$ cat config.mk
export PLATFORM = sky130hd
export DESIGN_NAME = crc16_msb_first_byte
export DESIGN_NICKNAME = d
export VERILOG_FILES = /design/src/rtl/crc16b_pkg.sv /design/src/rtl/crc16b_byte_update.sv /design/src/rtl/crc16_msb_first_byte.sv
export SDC_FILE = /design/constraint.sdc
export NUM_CORES = 1
export LEC_CHECK = 0
export ABC_AREA = 1
export BUFFER_PORTS_ARGS = -buffer_cell sky130_fd_sc_hd__buf_2
export CAP_MARGIN = 5
export CORE_UTILIZATION = 52
export DETAILED_ROUTE_END_ITERATION = 12
export GPL_ROUTABILITY_DRIVEN = 0
export PLACE_DENSITY_LB_ADDON = 0.1
export SLEW_MARGIN = 20
export SYNTH_ARGS = -nofsm -noshare
export SYNTH_HDL_FRONTEND = slang
export SYNTH_HIERARCHICAL = 1
export SYNTH_SLANG_ARGS = --single-unit
$ cat constraint.sdc
create_clock -name clk -period 5.9 [get_ports clk]
set_input_delay 1.77 -clock clk [delete_from_list [all_inputs] [get_ports clk]]
set_output_delay 1.77 -clock clk [all_outputs]
set_load 0.01 [all_outputs]
$ cat src/rtl/crc16b_pkg.sv
package crc16b_pkg;

    localparam int CRC_WIDTH  = 16;
    localparam int BYTE_WIDTH = 8;

    localparam logic [CRC_WIDTH-1:0] GENERATOR_RESET = 16'h4D4C;

    typedef struct packed {
        logic [BYTE_WIDTH-1:0] data_byte;
        logic                  last_byte;
    } in_item_t;

    typedef struct packed {
        logic [CRC_WIDTH-1:0] crc_value;
        logic                 crc_is_zero;
    } out_item_t;

endpackage

$ cat src/rtl/crc16b_byte_update.sv
module crc16b_byte_update (
    input  logic [crc16b_pkg::CRC_WIDTH-1:0]  remainder,
    input  logic [crc16b_pkg::BYTE_WIDTH-1:0] data_byte,
    input  logic [crc16b_pkg::CRC_WIDTH-1:0]  generator,
    output logic [crc16b_pkg::CRC_WIDTH-1:0]  updated
);
    import crc16b_pkg::*;

    logic [CRC_WIDTH-1:0] r;

    // Fold the byte into the top of the remainder, then divide one bit at a time.
    always_comb
    begin
        r = remainder ^ {data_byte, {(CRC_WIDTH-BYTE_WIDTH){1'b0}}};
        for (int i = 0; i < BYTE_WIDTH; i++)
        begin
            if (r[CRC_WIDTH-1])
            begin
                r = {r[CRC_WIDTH-2:0], 1'b0} ^ generator;
            end
            else
            begin
                r = {r[CRC_WIDTH-2:0], 1'b0};
            end
        end
        updated = r;
    end

endmodule

$ cat src/rtl/crc16_msb_first_byte.sv
// CRC-16 over message bytes, most significant bit first, configurable generator.
// Each result is built from the last byte in the input register, then registered.
// Throughput: one byte per cycle while no last byte waits on a held result; the
// byte-wide division fits between input register and remainder/result registers.
// Reset clears the remainder, the pipeline valids and sets the generator to 0x4D4C.
module crc16_msb_first_byte (
    input  logic                                 clk,
    input  logic                                 rst_n,
    input  logic                                 item_valid,
    output logic                                 item_stall,
    input  crc16b_pkg::in_item_t                 item,
    output logic                                 result_valid,
    input  logic                                 result_stall,
    output crc16b_pkg::out_item_t                result,
    input  logic                                 cfg_write_en,
    input  logic [crc16b_pkg::CRC_WIDTH-1:0]     cfg_write_data
);
    import crc16b_pkg::*;

    logic                 s1_valid_reg;
    logic                 s1_valid_next;
    in_item_t             s1_item_reg;
    logic [CRC_WIDTH-1:0] gen_reg;
    logic [CRC_WIDTH-1:0] gen_next;
    logic [CRC_WIDTH-1:0] rem_reg;
    logic [CRC_WIDTH-1:0] rem_next;
    logic                 res_valid_reg;
    logic                 res_valid_next;
    out_item_t            res_reg;

    logic                 out_free;
    logic                 s1_fire;
    logic                 accept;
    logic [CRC_WIDTH-1:0] updated;

    crc16b_byte_update u_update (
        .remainder (rem_reg),
        .data_byte (s1_item_reg.data_byte),
        .generator (gen_reg),
        .updated   (updated)
    );

    assign out_free   = !res_valid_reg || !result_stall;
    // A byte not marked last never waits on the output side.
    assign s1_fire    = s1_valid_reg && (!s1_item_reg.last_byte || out_free);
    assign item_stall = s1_valid_reg && !s1_fire;
    assign accept     = item_valid && !item_stall;

    always_comb
    begin
        s1_valid_next = s1_valid_reg;
        if (accept)
        begin
            s1_valid_next = 1'b1;
        end
        else if (s1_fire)
        begin
            s1_valid_next = 1'b0;
        end

        rem_next = rem_reg;
        if (s1_fire)
        begin
            rem_next = s1_item_reg.last_byte ? '0 : updated;
        end

        res_valid_next = res_valid_reg;
        if (s1_fire && s1_item_reg.last_byte)
        begin
            res_valid_next = 1'b1;
        end
        else if (!result_stall)
        begin
            res_valid_next = 1'b0;
        end

        gen_next = cfg_write_en ? cfg_write_data : gen_reg;
    end

    always_ff @(posedge clk or negedge rst_n)
    begin
        if (!rst_n)
        begin
            s1_valid_reg  <= 1'b0;
            rem_reg       <= '0;
            res_valid_reg <= 1'b0;
            gen_reg       <= GENERATOR_RESET;
        end
        else
        begin
            s1_valid_reg  <= s1_valid_next;
            rem_reg       <= rem_next;
            res_valid_reg <= res_valid_next;
            gen_reg       <= gen_next;
        end
    end

    always_ff @(posedge clk)
    begin
        if (accept)
        begin
            s1_item_reg <= item;
        end
        if (s1_fire && s1_item_reg.last_byte)
        begin
            res_reg.crc_value   <= updated;
            res_reg.crc_is_zero <= (updated == '0);
        end
    end

    assign result_valid = res_valid_reg;
    assign result       = res_reg;

endmodule

==> metrics.md <==
| Metric | Value |
|---|---|
| Outcome | finished, final reports clean |
| Die H | 102 µm |
| DR pass1 iterations | 5 |
| Largest family of logic cells by synthesized area | simple AND/OR/NAND/NOR gates |
| Vias in the first global route | 4476 |
| Least-Margin Pin Slew | 0.812 ns |
| Syn Area/Cell | 7.26 µm² |
| FILL cells | 949 |
| Total of warnings raised by yosys | 6 |
| Root Driver | clkbuf_8 |
| Mux contribution to synthesized area | 4.20% |
| Synth unique cells | 36 |
| Min-delay src | rem_reg[5] |
| CP peak stage delay | 0.87 ns |
| First-pass GRT wire length | 21.6 mm |
| Layout area overhead | 8.37% |
| Crit path DAT | 4.70 ns |
| Clock transition at the registers of the reported paths | 0.07 ns |
| Post-cts resize count | 0 |
| CP dominant cell by count | nand2_1 |
| Worst setup SP type | register |
| Fin nets | 776 |
| Slew Viols, Final | 0 |
| Total negative slack | 0 ns |
| Vias | 4516 |
| Seq cells post-synth | 60 |
| Starting Density | 53.3% |
| Hold Path End | rem_reg[5] |
| Most frequent cells in the layout | nand2_1 (237), inv_1 (98), nand3_1 (78) |
| Post-Synth XOR/XNOR Area | 12.3% |
| Cells after Synth | 714 |
| CP max-delay cell | dfrtp_1 |
| Die area | 10400 µm² |
| # DRC | 0 |
| Share of cells above drive strength 1 | 18.9% |
| Clk sinks | 60 |
| Final core occ | 57.8% |
| Core area | 9730 µm² |
| CTS tree | built |
| Synthesized-area fraction occupied by adder cells | 0% |
| Global-route usage over all layers | 27.7% |
| Hpwl dp | 9.71 mm |
| R2R Path Start | gen_reg[15] |
| RSZ-0062 raised after global routing | no |
| FP Rows | 36 |
| Post-CTS Setup Bufs | 0 |
| Post-CTS Hold Buffers | 0 |
| PortBufs | 48 |
| Fin crit share | 75.9% |
| IO Pins | 49 |
| Area share of the largest cell type after synthesis | 17.2% |
| Overflow left after global routing | 0 |
| Hold WC Path Type | reg2reg |
| Final Hold Fails | 0 |
| Compound-Gate Fraction of Synth Area | 3.02% |
| CP Max Fanout | 28 |
| # setup viols final | 0 |
| Detailed-route wire length | 13.1 mm |
| Antenna diodes | 0 |
| Critical path class | reg2reg |
| Synthesized cell area | 5180 µm² |
| Hold depth | 2 |
| Chip width | 102 µm |
| Final ANT Viol Nets | 0 |
| Placed Instances | 868 |
| Cell taking the most area after synthesis | nand2_1 |
| Largest net degree at the start of global routing | 35 |
| Total of max-cap violations | 0 |
| Max_slew headroom | 45.8% |
| Antenna violations before repair | 0 |
| Insertion delay to the later sink of the worst-skew pair | 0.35 ns |
| FF/Latch Area | 1640 µm² |
| Asr flop ratio synth | 56.7% |
| Clk_skew | 0.00935 ns |
| Largest register FFs | 17 |
| Syn nets | 744 |
| CP Data Required Time | 6.12 ns |
| Via-to-Cell Ratio | 5.11 |
| Most common cell after layout, fill and taps aside | nand2_1 |
| Clk buf depth | 2 |
| Period minus WS final | 4.48 ns |
| R2R depth | 26 |
| Crit. End Element | register |
| Post-synth EDFFs | 26 |
| Cts bufs inserted | 9 |
| RR Endpoint | result[0] |
| Top post-synthesis cells by area | nand2_1 (17%), edfxtp_1 (15%), dfrtp_1 (13%) |
| Multi-input gate area | 2940 µm² |
| Max Fclk | 0.223 GHz |
| Synth Area in Simple Gates | 37.2% |
| Main synth FF type | dfrtp_1 |
| R2r setup slk | 1.42 ns |
| Post-synthesis sequential area ratio | 31.6% |
| Routed WL per cell | 14.8 µm |
| Non-Filler Instances | 884 |
| DR iter-0 viols | 282 |
| Htree depth | 3 |
layout make-up:
| type | instances | share of cell area, % |
|---|---|---|
| clock buffer | 11 | 2.34 |
| sequential | 60 | 29.2 |
| inverter | 107 | 7.15 |
| tap | 133 | 2.96 |
| clock inverter | 5 | 1.78 |
| timing repair buffer | 48 | 4.28 |
| multi-input combinational | 520 | 52.3 |
synth_stat cells (4+ instances only):
cell        n
dfrtp_1    27
edfxtp_1   26
nand3_4     4
buf_2       8
o21ai_0    24
nand2_4     8
nand3_1    78
dfstp_2     7
buf_6       6
inv_2       9
mux2_2      6
nand3_2    11
clkbuf_1    6
xnor2_1    35
mux2_4     10
nand2_1   237
nand2_2     8
inv_1      98
buf_4       4
nor2_2      5
nor2_1     47
xor2_1     27
cell families after synthesis:
kind of cell              Yosys count
AOI/OAI and AO/OA                  30
xor gates and xnor gates           67
buffers and inverters             134
DFF                                60
muxes                              16
and+or+nand+nor                   407
worst max path at each step:
stage	startpoint	end	slack [ns]	cells past startpoint
6_report	gen_reg[15]	result[0]	1.42	26
5_1_grt	gen_reg[15]	result[0]	0.89	26
4_1_cts	gen_reg[15]	result[0]	1.45	24
3_5_place_dp	gen_reg[15]	result[0]	1.47	24
3_3_place_gp	gen_reg[15]	result[0]	1.61	26
2_1_floorplan	result_stall	item_stall	2.15	2
layer usage:
| layer | GRT usage (%) | up-vias | part of all wire (%) |
|---|---|---|---|
| met5 | 0 | - | 0 |
| met4 | 16.7 | 0 | 5.3 |
| met3 | 4.45 | 48 | 4.8 |
| met2 | 46.1 | 152 | 46 |
| met1 | 33.9 | 2060 | 44 |
| li1 | - | 2256 | - |
per-stage QoR:
| step | worst slack, ns | hold slack (ns) | instance area (µm²) |
|---|---|---|---|
| after detailed placement | 1.47 | 0.504 | 5390 |
| after global routing | 0.891 | 0.554 | 5620 |
| after global placement | 1.61 | 0.491 | 5390 |
| final | 1.42 | 0.515 | 5620 |
| after CTS | 1.45 | 0.520 | 5620 |
| after floorplan | 2.15 | 0.472 | 5180 |
critical path, delay by kind of cell (launching register included):
family	cells	cell delay, ns
simple gates	21	2.63
flops	1	0.87
xor+xnor	1	0.45
buf+inv	4	0.35
Power is left out: the tool's default activity adds up to more than one toggle a clock period on the data nets, which glitch-free logic cannot reach.
